==> config.mk <==
export PLATFORM = sky130hd
export DESIGN_NAME = rrm_score
export DESIGN_NICKNAME = d
export VERILOG_FILES = /design/src/hw/rtl/rrm_pkg.sv /design/src/hw/rtl/rrm_score.sv
export SDC_FILE = /design/constraint.sdc
export NUM_CORES = 2
export LEC_CHECK = 0
export BUFFER_PORTS_ARGS = -buffer_cell sky130_fd_sc_hd__buf_2
export CORE_MARGIN = 8
export CORE_UTILIZATION = 64
export DETAILED_ROUTE_END_ITERATION = 12
export PLACE_DENSITY = 0.93
export SLEW_MARGIN = 20
export SYNTH_ARGS = -nofsm -noshare
export SYNTH_HDL_FRONTEND = slang
export SYNTH_SLANG_ARGS = --single-unit
==> constraint.sdc <==
create_clock -name vclk -period 15.8
set_input_delay 1.58 -clock vclk [all_inputs]
set_output_delay 1.58 -clock vclk [all_outputs]
set_load 0.01 [all_outputs]
==> src/hw/rtl/rrm_pkg.sv <==
// ----------------------------------------------------------------------------
// rrm_pkg
// Shared types and constants of the 3x3 raster regularity mask.
// ----------------------------------------------------------------------------
package rrm_pkg;

   localparam int SAMPLE_BITS      = 32;
   localparam int DEFAULT_MAX_COLS = 4096;
   localparam int NEIGHBOURS       = 8;

   localparam int COLS_BITS    = 13;
   localparam int ROWS_BITS    = 16;
   localparam int THRESH_BITS  = 31;
   localparam int COL_OUT_BITS = 12;
   localparam int CSR_BITS     = 32;
   localparam int CSR_ADDR_BITS = 4;

   // abs difference fits SAMPLE_BITS unsigned, eight of them add three bits
   localparam int SUM_BITS  = SAMPLE_BITS + 3;
   localparam int USED_BITS = 4;
   localparam int PROD_BITS = THRESH_BITS + USED_BITS;
   localparam int CMP_BITS  = (SUM_BITS > PROD_BITS) ? SUM_BITS : PROD_BITS;

   localparam int REQ_TDATA_BITS = ((SAMPLE_BITS + 7) / 8) * 8;
   localparam int RSP_FIELD_BITS = 1 + ROWS_BITS + COL_OUT_BITS;
   localparam int RSP_TDATA_BITS = ((RSP_FIELD_BITS + 7) / 8) * 8;
   localparam int RSP_PAD_BITS   = RSP_TDATA_BITS - RSP_FIELD_BITS;

   localparam logic [COLS_BITS-1:0]   IMAGE_COLS_RESET   = 13'd4096;
   localparam logic [ROWS_BITS-1:0]   IMAGE_ROWS_RESET   = 16'd1024;
   localparam logic [THRESH_BITS-1:0] THRESHOLD_RESET    = 31'd256;
   localparam logic [SAMPLE_BITS-1:0] NODATA_LEVEL_RESET = 32'hFF80_0000;

   typedef logic signed [SAMPLE_BITS-1:0] sample_type;

   typedef enum logic [1:0] {
      REG_IMAGE_COLS,
      REG_IMAGE_ROWS,
      REG_THRESHOLD,
      REG_NODATA_LEVEL
   } reg_index_type;

   // one line store word: the samples of rows r-2 and r-1 for one column
   typedef struct packed {
      sample_type upper;
      sample_type middle;
   } ls_word_type;

endpackage

==> src/hw/rtl/rrm_score.sv <==
// ----------------------------------------------------------------------------
// rrm_score
// Sum of absolute neighbour differences and the regularity compare.
// ----------------------------------------------------------------------------
module rrm_score import rrm_pkg::*; (
   input  sample_type             centre,
   input  sample_type             neighbour [NEIGHBOURS],
   input  sample_type             nodata_level,
   input  logic [THRESH_BITS-1:0] threshold,
   output logic                   regular
);

   logic                          centre_ok;
   logic [NEIGHBOURS-1:0]         nb_ok;
   logic signed [SAMPLE_BITS:0]   diff      [NEIGHBOURS];
   logic [SAMPLE_BITS-1:0]        abs_diff  [NEIGHBOURS];
   logic [SAMPLE_BITS:0]          pair_sum  [NEIGHBOURS/2];
   logic [SAMPLE_BITS+1:0]        quad_sum  [NEIGHBOURS/4];
   logic [SUM_BITS-1:0]           total;
   logic [USED_BITS-1:0]          used;
   logic [PROD_BITS-1:0]          limit;

   always_comb begin
      centre_ok = centre > nodata_level;
      for (int k = 0; k < NEIGHBOURS; k++) begin
         nb_ok[k] = centre_ok && (neighbour[k] > nodata_level);
         diff[k]  = {neighbour[k][SAMPLE_BITS-1], neighbour[k]}
                  - {centre[SAMPLE_BITS-1], centre};
         if (!nb_ok[k]) begin
            abs_diff[k] = '0;
         end else if (diff[k][SAMPLE_BITS]) begin
            abs_diff[k] = SAMPLE_BITS'(-diff[k]);
         end else begin
            abs_diff[k] = SAMPLE_BITS'(diff[k]);
         end
      end
      for (int i = 0; i < NEIGHBOURS/2; i++) begin
         pair_sum[i] = {1'b0, abs_diff[2*i]} + {1'b0, abs_diff[2*i+1]};
      end
      for (int i = 0; i < NEIGHBOURS/4; i++) begin
         quad_sum[i] = {1'b0, pair_sum[2*i]} + {1'b0, pair_sum[2*i+1]};
      end
      total = {1'b0, quad_sum[0]} + {1'b0, quad_sum[1]};
      used  = USED_BITS'($countones(nb_ok));
      limit = PROD_BITS'(threshold) * PROD_BITS'(used);
      // no valid neighbour or a no-data centre gives 0 < 0, so never regular
      regular = CMP_BITS'(total) < CMP_BITS'(limit);
   end

endmodule

==> impl_results.md <==
- Outcome: completed
- Sequential cell count: 0
- Post-Syn Area: 38300 um2
- DR vias/cell: 6.77
- # DRC: 0
- Worst hold margin: 4.29 ns
- RSZ-0062 raised after global routing: false
- Mapped Cells: 5185
- Largest net degree at the start of global routing: 33
- Final worst path period share: 0.958
- Placer congestion estimate: 1.10
- Worst Path Buf+Inv: 7
- Clock buffers: 0
- Final non-filler cell total: 6230
- Synth warn: 0
- Hold buffers post-CTS: 0
- Most common cell in the synthesized netlist: ha_1
- Setup CP Type: primary input to output pin
- Max transition margin: 0.191
- Vias in the first global route: 40.8k
- Crit path time final: 15.14 ns
- Ports: 352
- Final instance area: 40800 um2
- Area share of the largest cell type after synthesis: 0.217
- Slowest stage delay, CP: 0.75 ns
- Gr ovfl total: 0
- Final count of hold timing violations: 0
- Slowest stage cell on the critical path: fa_1
- CP required: 14.22 ns
- Setup crit end kind: output pin
- Final Max Tran Viols: 0
- Area delta synth->final: 6.71%
- DIE WIDTH: 261 um
- Worst hold path class: primary input to output pin
- 1st-iter DRT viols: 4242
- Final ANT Viol Nets: 0
- Largest fanout on the critical path: 14
- Sequential area share after synthesis: 0
- Post-layout nets: 6723
- Final Routed Wirelength: 144000 um
- Startpoint Class: primary input
- Total core area: 59000 um2
- Post-synth net total: 6460
- Setup TNS: 0 ns
- Initial antenna violation count: 10
- Yosys cell types: 108
- Inst Count DP: 6218
- Maxcap violations: 0
- Fmax: 66.0 MHz
- Die area: 67900 um2
- Most instantiated cells after synthesis: 663 x ha_1, 530 x nand2_1, 486 x inv_1
- CP startpoint: centre[0]
- Dpl hpwl: 125000 um
- Register Area: 0 um2
- Cell row count: 89
- HP Start: threshold[30]
- Layout cell share with drive strength beyond 1: 0.0887
- Final Setup Violations: 0
- Synth area leaders: ha_1 22%, fa_1 14%, xnor2_1 6.6%, a21oi_1 5.7%, nand2_1 5.2%
- Pin slew with the least headroom to its limit: 1.20 ns
- First-pass GRT wire length: 217000 um
- Post-DP Area: 40800 um2
- All-Layer GR Usage: 0.402
- DR vias: 42.2k
- Synthesized area per cell: 7.38 um2
- Pre-antenna DRT Iters: 8
- Chip height: 261 um
- Initial Util: 0.648
- Top cell type by total area after synthesis: ha_1
- Port buffer count: 352
- Worst Path Arrival: 13.56 ns
- Wire per inst: 23.1 um
- Crit path max-delay family: compound AO/OA/AOI/OAI gates
## layout make-up
cell class         instances  area (um2)
multi-input cells       4568       35900
fillers                 5022       18200
repair buffers           392        2070
inverters                486        1820
well taps                773         967
diodes                    11        27.5
## what timing repair did
action,CTS,global route
resized for setup,0,6
setup endpoints to repair,0,1
setup buffers,0,1
## tightest hold or removal path: cells and delay by family
family | cells | cell delay (ns)
XOR/XNOR | 1 | 0.16
AO/OA/AOI/OAI | 2 | 0.17
AND/OR/NAND/NOR | 2 | 0.19
adder cells (fa/ha/maj) | 2 | 0.32
buffers and inverters | 2 | 0.28
## path summary, 6_finish.rpt
check             slack, ns  depth (start not counted)  endpoint
setup / recovery       0.66                         51   regular
hold / removal         4.29                          9   regular
## cells by family (layout without fill, tap and decap cells)
family | after synthesis | in the layout | share of synthesized area
AOI/OAI and AO/OA | 1486 | 1486 | 0.254
muxes | 15 | 15 | 0.00409
buffers and inverters | 617 | 878 | 0.0619
other | 0 | 11 | 0
xor gates and xnor gates | 454 | 454 | 0.104
adders and majority gates | 924 | 924 | 0.353
and+or+nand+nor | 1689 | 1689 | 0.222
## through the flow
stage | setup slack, ns | util
2_1_floorplan | 2.10 | -
3_3_place_gp | 0.755 | 0.691
3_5_place_dp | 0.336 | 0.691
4_1_cts | 0.307 | 0.691
5_1_grt | 0.0540 | 0.692
6_report | 0.659 | 0.692
## layout by cell type (no fill, tap or decap), types with 72 or more instances in the layout
cell type / n
inv_1: 486
and2_1: 114
fa_1: 260
nand2b_1: 75
nor2_1: 299
nor2b_1: 78
nand3_1: 118
nand4_1: 93
a21oi_1: 432
xor2_1: 161
buf_2: 352
nor3_1: 118
nand2_1: 530
a31oi_1: 72
xnor2_1: 290
ha_1: 663
o21ai_0: 271
a21o_1: 200
## metal layers
layer / vias to the layer above / global-route usage / share of wire
li1: 19200 / - / -
met1: 19700 / 0.489 / 0.36
met2: 2678 / 0.634 / 0.43
met3: 626 / 0.0802 / 0.12
met4: 2 / 0.280 / 0.085
met5: - / 0 / 0.000063
Power is left out: the tool's default activity adds up to more than one toggle a clock period on the data nets, which glitch-free logic cannot reach.
